<file path="src/rtl/core/pfr_pkg.sv">
// Package for the Pareto front ranker: controller states, command/status structs,
// objective width and payload types. No dependencies.
package pfr_pkg;

    localparam int OBJ_WIDTH = 32;

    typedef enum logic [2:0] {
        ST_LOAD,
        ST_DOM,
        ST_SCAN,
        ST_PEEL,
        ST_EMIT
    } state_t;

    typedef struct packed {
        logic load_en;      // write incoming point
        logic dom_start;    // clear pair counters, ranked set and level
        logic dom_step;     // evaluate one (p,q) pair
        logic scan_start;   // clear scan index and front
        logic scan_step;    // test one point for the front
        logic front_commit; // fold front into ranked set, next front
        logic emit_start;   // clear emit index
        logic emit_step;    // advance emit index
        logic set_done;     // clear point count
    } cmd_t;

    typedef struct packed {
        logic full;
        logic dom_last;
        logic scan_last;
        logic front_empty;
        logic emit_last;
    } status_t;

    typedef struct packed {
        logic [OBJ_WIDTH-1:0] objective_a;
        logic [OBJ_WIDTH-1:0] objective_b;
        logic                 final_point;
    } in_item_t;

    typedef struct packed {
        logic [5:0] point_index;
        logic [5:0] front_rank;
        logic       final_result;
    } out_item_t;

endpackage

</file>
<file path="src/rtl/core/pfr_ctrl.sv">
// Controller state machine for the Pareto front ranker.
// Depends on pfr_pkg.
module pfr_ctrl (
    input  logic               clk,
    input  logic               rst_n,
    input  logic               in_valid,
    input  logic               in_final,
    output logic               in_ready,
    output logic               out_valid,
    input  logic               out_ready,
    input  pfr_pkg::status_t   status,
    output pfr_pkg::cmd_t      cmd
);

    pfr_pkg::state_t state_reg, state_next;

    always_ff @(posedge clk or negedge rst_n)
    begin
        if (!rst_n)
            state_reg <= pfr_pkg::ST_LOAD;
        else
            state_reg <= state_next;
    end

    always_comb
    begin
        state_next = state_reg;
        cmd        = '0;
        in_ready   = 1'b0;
        out_valid  = 1'b0;
        case (state_reg)
            pfr_pkg::ST_LOAD:
            begin
                in_ready = 1'b1;
                if (in_valid)
                begin
                    cmd.load_en = !status.full;
                    if (in_final)
                    begin
                        cmd.dom_start = 1'b1;
                        state_next    = pfr_pkg::ST_DOM;
                    end
                end
            end
            pfr_pkg::ST_DOM:
            begin
                cmd.dom_step = 1'b1;
                if (status.dom_last)
                begin
                    cmd.scan_start = 1'b1;
                    state_next     = pfr_pkg::ST_SCAN;
                end
            end
            pfr_pkg::ST_SCAN:
            begin
                cmd.scan_step = 1'b1;
                if (status.scan_last)
                    state_next = pfr_pkg::ST_PEEL;
            end
            pfr_pkg::ST_PEEL:
            begin
                if (status.front_empty)
                begin
                    cmd.emit_start = 1'b1;
                    state_next     = pfr_pkg::ST_EMIT;
                end
                else
                begin
                    cmd.front_commit = 1'b1;
                    cmd.scan_start   = 1'b1;
                    state_next       = pfr_pkg::ST_SCAN;
                end
            end
            pfr_pkg::ST_EMIT:
            begin
                out_valid = 1'b1;
                if (out_ready)
                begin
                    cmd.emit_step = 1'b1;
                    if (status.emit_last)
                    begin
                        cmd.set_done = 1'b1;
                        state_next   = pfr_pkg::ST_LOAD;
                    end
                end
            end
            default:
                state_next = pfr_pkg::ST_LOAD;
        endcase
    end

endmodule

</file>
<file path="config.mk">
export PLATFORM = sky130hd
export DESIGN_NAME = pfr_ctrl
export DESIGN_NICKNAME = d
export VERILOG_FILES = /design/src/rtl/core/pfr_pkg.sv /design/src/rtl/core/pfr_ctrl.sv
export SDC_FILE = /design/constraint.sdc
export NUM_CORES = 1
export LEC_CHECK = 0
export BUFFER_PORTS_ARGS = -buffer_cell sky130_fd_sc_hd__buf_4
export CORE_AREA = 4 4 41 43
export DETAILED_ROUTE_END_ITERATION = 7
export DIE_AREA = 0 0 45 47
export MAX_ROUTING_LAYER = met4
export SYNTH_ARGS = -nofsm -noshare
export SYNTH_HDL_FRONTEND = slang
export SYNTH_SLANG_ARGS = --single-unit
</file>
<file path="constraint.sdc">
create_clock -name clk -period 1.1 [get_ports clk]
set_input_delay 0.055 -clock clk [delete_from_list [all_inputs] [get_ports clk]]
set_output_delay 0.055 -clock clk [all_outputs]
set_load 0.02 [all_outputs]
</file>
# After elaboration in Yosys (flattened, before gate mapping)
# Index checks and enable logic that the tools add are counted.
# classes
bitwise_logic	0
n_mul	0
n_shift	0
order_cmp	0
add_sub_neg	0
n_reduce_logical	3
muxes	23
n_div	0
n_eq_ne	10
# op_table
op	n
$mux 3	7
$pmux 3 s5	1
$ne 2x2->1 const B	6
$mux 2	5
$mux 1	9
$eq 3x2->1 const B	2
$reduce_and 6->1	1
$eq 3x1->1 const B	1
$eq 3x3->1 const B	1
$logic_not 3->1	1
$pmux 1 s2	1
$logic_not 1->1	1
# word_totals
ram_bits	0
output_inout_bits	11
latch_bits	0
reg_bits	3
inputBits	10
elab_cells	37
mem_bits_ro	0
n_memories	0

# Longest topological paths before layout
# depth
word_depth	3
depth_mapped	4
ltp_nobuf	2

# Worst setup path before layout
# No wires, ideal clock.
# synth_path
kind	reg2out
from	reg state_reg[0]
to	out cmd[0] (netlist name)
t_required_ps	1045
path_stages_with_launch	4
slack_ps	-205
path_buffers	1
arrival_ps	1250
cell_sequence	dfrtp_1 buf_2 nor3b_2 and3_1
# synth_rtl
item	line	rtl
from (decl)	pfr_ctrl.sv:15	pfr_pkg::state_t state_reg, state_next;
from (signal assigned)	pfr_ctrl.sv:20	state_reg <= pfr_pkg::ST_LOAD;
from (signal assigned)	pfr_ctrl.sv:22	state_reg <= state_next;
to (decl)	pfr_ctrl.sv:12	output pfr_pkg::cmd_t cmd

==> flow_summary_export.csv <==
group,metric,value,unit
run_status,outcome,"finished, violations left",
run_status,violations,"negative setup slack",
synthesis,synth_largest_area_cell,"dfrtp_1",
critical_path,crit_path_cell_trace,"nor3b_4 > and3_4 > buf_6",
critical_path,crit_family,"simple AND/OR/NAND/NOR gates",
critical_path,path_max_fanout,4,
clock_network,cts_buffer_depth,2,
global_routing,grtUsageTotal,8.99,%
synthesis,async_reset_ff_share,100,%
floorplan,initial_core_util,20.1,%
clock_network,insertion_delay,0.24,ns
placement,gp_congestion,0.658,
critical_path,arrival,1.28,ns
final_layout,syn2layout_area_growth,158,%
timing,fin_skew,0.00302,ns
placement,pre_cts_slack,-0.0392,ns
critical_path,crit_cells,3,
synthesis,synth.area.mux_share,0,%
detailed_routing,drt_wl_total,867,um
timing,relSlewSlack,84.9,%
detailed_routing,num_vias,349,
critical_path,r2r_cells,5,
timing,period_share,121,%
synthesis,synth_fa_ha_area_share,0,%
pwr,powerDensity,2560,nW/um2
hold_path,worstHoldPathCells,3,
final_layout,fin_area,676,um2
synthesis,syn_area,262,um2
final_layout,final_core_util,51.9,%
synthesis,ys_seq_area_share,28.7,%
clock_network,cts_root_buf,"clkbuf_4",
synthesis,ys_ff_latch,3,
detailed_routing,routedWlPerCell,11.0,um
synthesis,synthCells,30,
critical_path,crit_required,1.04,ns
clock_network,cts_sinks,3,
detailed_routing,viasPerCell,4.42,
timing,rsz0062_at_grt,"true",
final_layout,final_nets,75,
pwr,finalPower,1730,uW
pwr,p_leak,0.000307,uW
floorplan,io_pins,21,
pwr,p_int,1050,uW
synthesis,synth_compound_area_share,20.6,%
pwr,p_sw,687,uW
floorplan,die_y,47,um
final_layout,nFillCells,129,
synthesis,syn_avg_cell_area,8.72,um2
placement,portBuffers,20,
critical_path,cpPeakStageDelay,0.44,ns
final_layout,drive_gt1_share,81.3,%
synthesis,synth-edff-count,0,
global_routing,grt_pass1_vias,319,
critical_path,slowest_stage,"dfrtp_2",
clock_network,htree_levels,1,
critical_path,worstSetupPathType,"reg -> out",
detailed_routing,drt_iter0_drc,1,
pwr,power_frac_seq,15.0,%
timing,timing.final.hold_violations,0,
clock_network,cts_tree,"yes",
placement,dpl_cell_area,478,um2
synthesis,synthTopCellsByCount,"3 x a21oi_1, 3 x dfrtp_1, 3 x nor2_1",
timing,fin_crit,1.33,ns
critical_path,cp-end-kind,"primary output",
synthesis,synth_cell_types,19,
timing,max_freq,751,MHz
synthesis,synth_top_family_by_area,"simple AND/OR/NAND/NOR gates",
synthesis,synthSimpleGateAreaFrac,43.1,%
floorplan,core,1300,um2
final_layout,largest_register_ffs,3,
floorplan,die_w,45,um
global_routing,antenna_found_initial,0,
pwr,p_comb_share,73.7,%
critical_path,startpoint_type,"flop",
global_routing,grt_pass1_wl,1260,um
floorplan,dieArea,2120,um2
final_layout,seq_area,78.8,um2
synthesis,synth_xor_area_share,0,%
clock_network,cts_buffers,3,
pwr,ir_worst_vdd,0.990,mV
synthesis,synth_nets,40,
pwr,switching_share,39.7,%
floorplan,row_count,13,
run,max-cap-violations,0,
detailed_routing,firstDrtPassIters,3,
hold_path,min_path_type,"in -> reg",
detailed_routing,drc_errors,0,
clock_network,clk_pin_slew,0.04,ns
final_layout,antennaDiodeCount,0,
synthesis,ys.flop_type,"dfrtp_1",
timing,tightestPinTransition,0.226,ns
global_routing,grt_max_degree,8,
placement,hpwl,647,um
timing,final-setup-viol-count,12,
final_layout,multiInputGateArea,244,um2
synthesis,yosysWarningCount,0,
global_routing,overflow,0,
timing,fin_ws,-0.232,ns
critical_path,crit_buf_inv,1,
synthesis,yosys-top-cells-area,"dfrtp_1 29%, a21oi_1 5.7%, buf_4 5.7%",
detailed_routing,drtAntennaViolNets,0,
pwr,clkPwrFrac,11.2,%
timing,finalMaxSlewViolations,0,
synthesis,synth_top_area_share,28.7,%
-- placed cells by master (no fill, tap or decap) --
| cell | n |
|---|---|
| a211oi_2 | 1 |
| nand3b_1 | 2 |
| buf_6 | 12 |
| dfrtp_2 | 3 |
| and2_4 | 1 |
| nor3_4 | 1 |
| nand2_1 | 2 |
| dlygate4sd3_1 | 1 |
| buf_4 | 19 |
| clkbuf_4 | 3 |
| nor3b_2 | 1 |
| and3b_2 | 1 |
| o21a_1 | 1 |
| nor2_1 | 1 |
| and3_4 | 2 |
| a21oi_1 | 1 |
| nand2b_1 | 2 |
| clkbuf_1 | 1 |
| nor3b_4 | 1 |
| buf_12 | 1 |
| nor2_4 | 2 |
| a21oi_2 | 2 |
| o2bb2ai_4 | 1 |
| a21bo_1 | 1 |
| nand2b_4 | 1 |
-- worst reg2reg max path: cells and delay by family (launching register included) --
| kind | cells | cell delay, ns |
|---|---|---|
| flip-flops | 1 | 0.44 |
| AO/OA/AOI/OAI | 1 | 0.20 |
| buffers and inverters | 3 | 0.37 |
| AND/OR/NAND/NOR | 1 | 0.16 |
-- path summary, 6_finish.rpt --
| check | start | end | slack, ns |
|---|---|---|---|
| min reg2reg | state_reg[2]$_DFFE_PN0P_ | state_reg[0]$_DFFE_PN0P_ | 0.53 |
| min in group asynchronous | rst_n | state_reg[1]$_DFFE_PN0P_ | 0.14 |
| max in group asynchronous | rst_n | state_reg[0]$_DFFE_PN0P_ | 0.85 |
| max | state_reg[0]$_DFFE_PN0P_ | cmd[0] | -0.23 |
| max reg2reg | state_reg[1]$_DFFE_PN0P_ | state_reg[0]$_DFFE_PN0P_ | -0.16 |
| min | status[1] | state_reg[1]$_DFFE_PN0P_ | 0.10 |
-- metal layers --
metal	GRT usage, %	share of wire [%]	vias up	wire length, um
met5	-	0	-	0
met4	8.77	3.2	0	28
met3	1.92	13	3	116
met2	13.6	47	21	404
met1	9.61	37	153	317
li1	-	-	172	-
-- what timing repair did --
action                                  CTS  global route
buffers inserted                          7             3
endpoints found under the setup margin   11            14
endpoints found under the hold margin     3             0
hold buffers                              1             0
gates resized for setup                  10            13
pin swaps                                 4             6
-- power groups by stage --
stage	Clock (uW)	Sequential [uW]	Combinational (uW)
2_1_floorplan	0	218	593
3_3_place_gp	0	265	853
3_5_place_dp	0	270	863
4_1_cts	209	260	1080
5_1_grt	213	271	1370
6_report	194	260	1280
-- logic make-up after synthesis --
kind of cell | Yosys count
DFF | 3
buffers and inverters | 3
AOI/OAI and AO/OA | 7
and+or+nand+nor | 17
-- area by class of cell --
class | count | area share [%]
Timing Repair Buffer | 33 | 45.6
Multi-Input combinational cell | 24 | 36.1
Sequential cell | 3 | 11.7
Clock buffer | 4 | 3.89
Tap cell | 15 | 2.78
-- metrics by stage --
step	hold WS (ns)	setup TNS, ns	instances
4_1_cts	0.0984	-2.48	77
3_5_place_dp	-0.154	-0.0782	65
3_3_place_gp	-0.155	-0.0102	65
6_report	0.104	-2.22	79
5_1_grt	0.112	-2.98	79
2_1_floorplan	-0.241	-0.126	30
No activity file was read; power rests on OpenSTA's default activity.
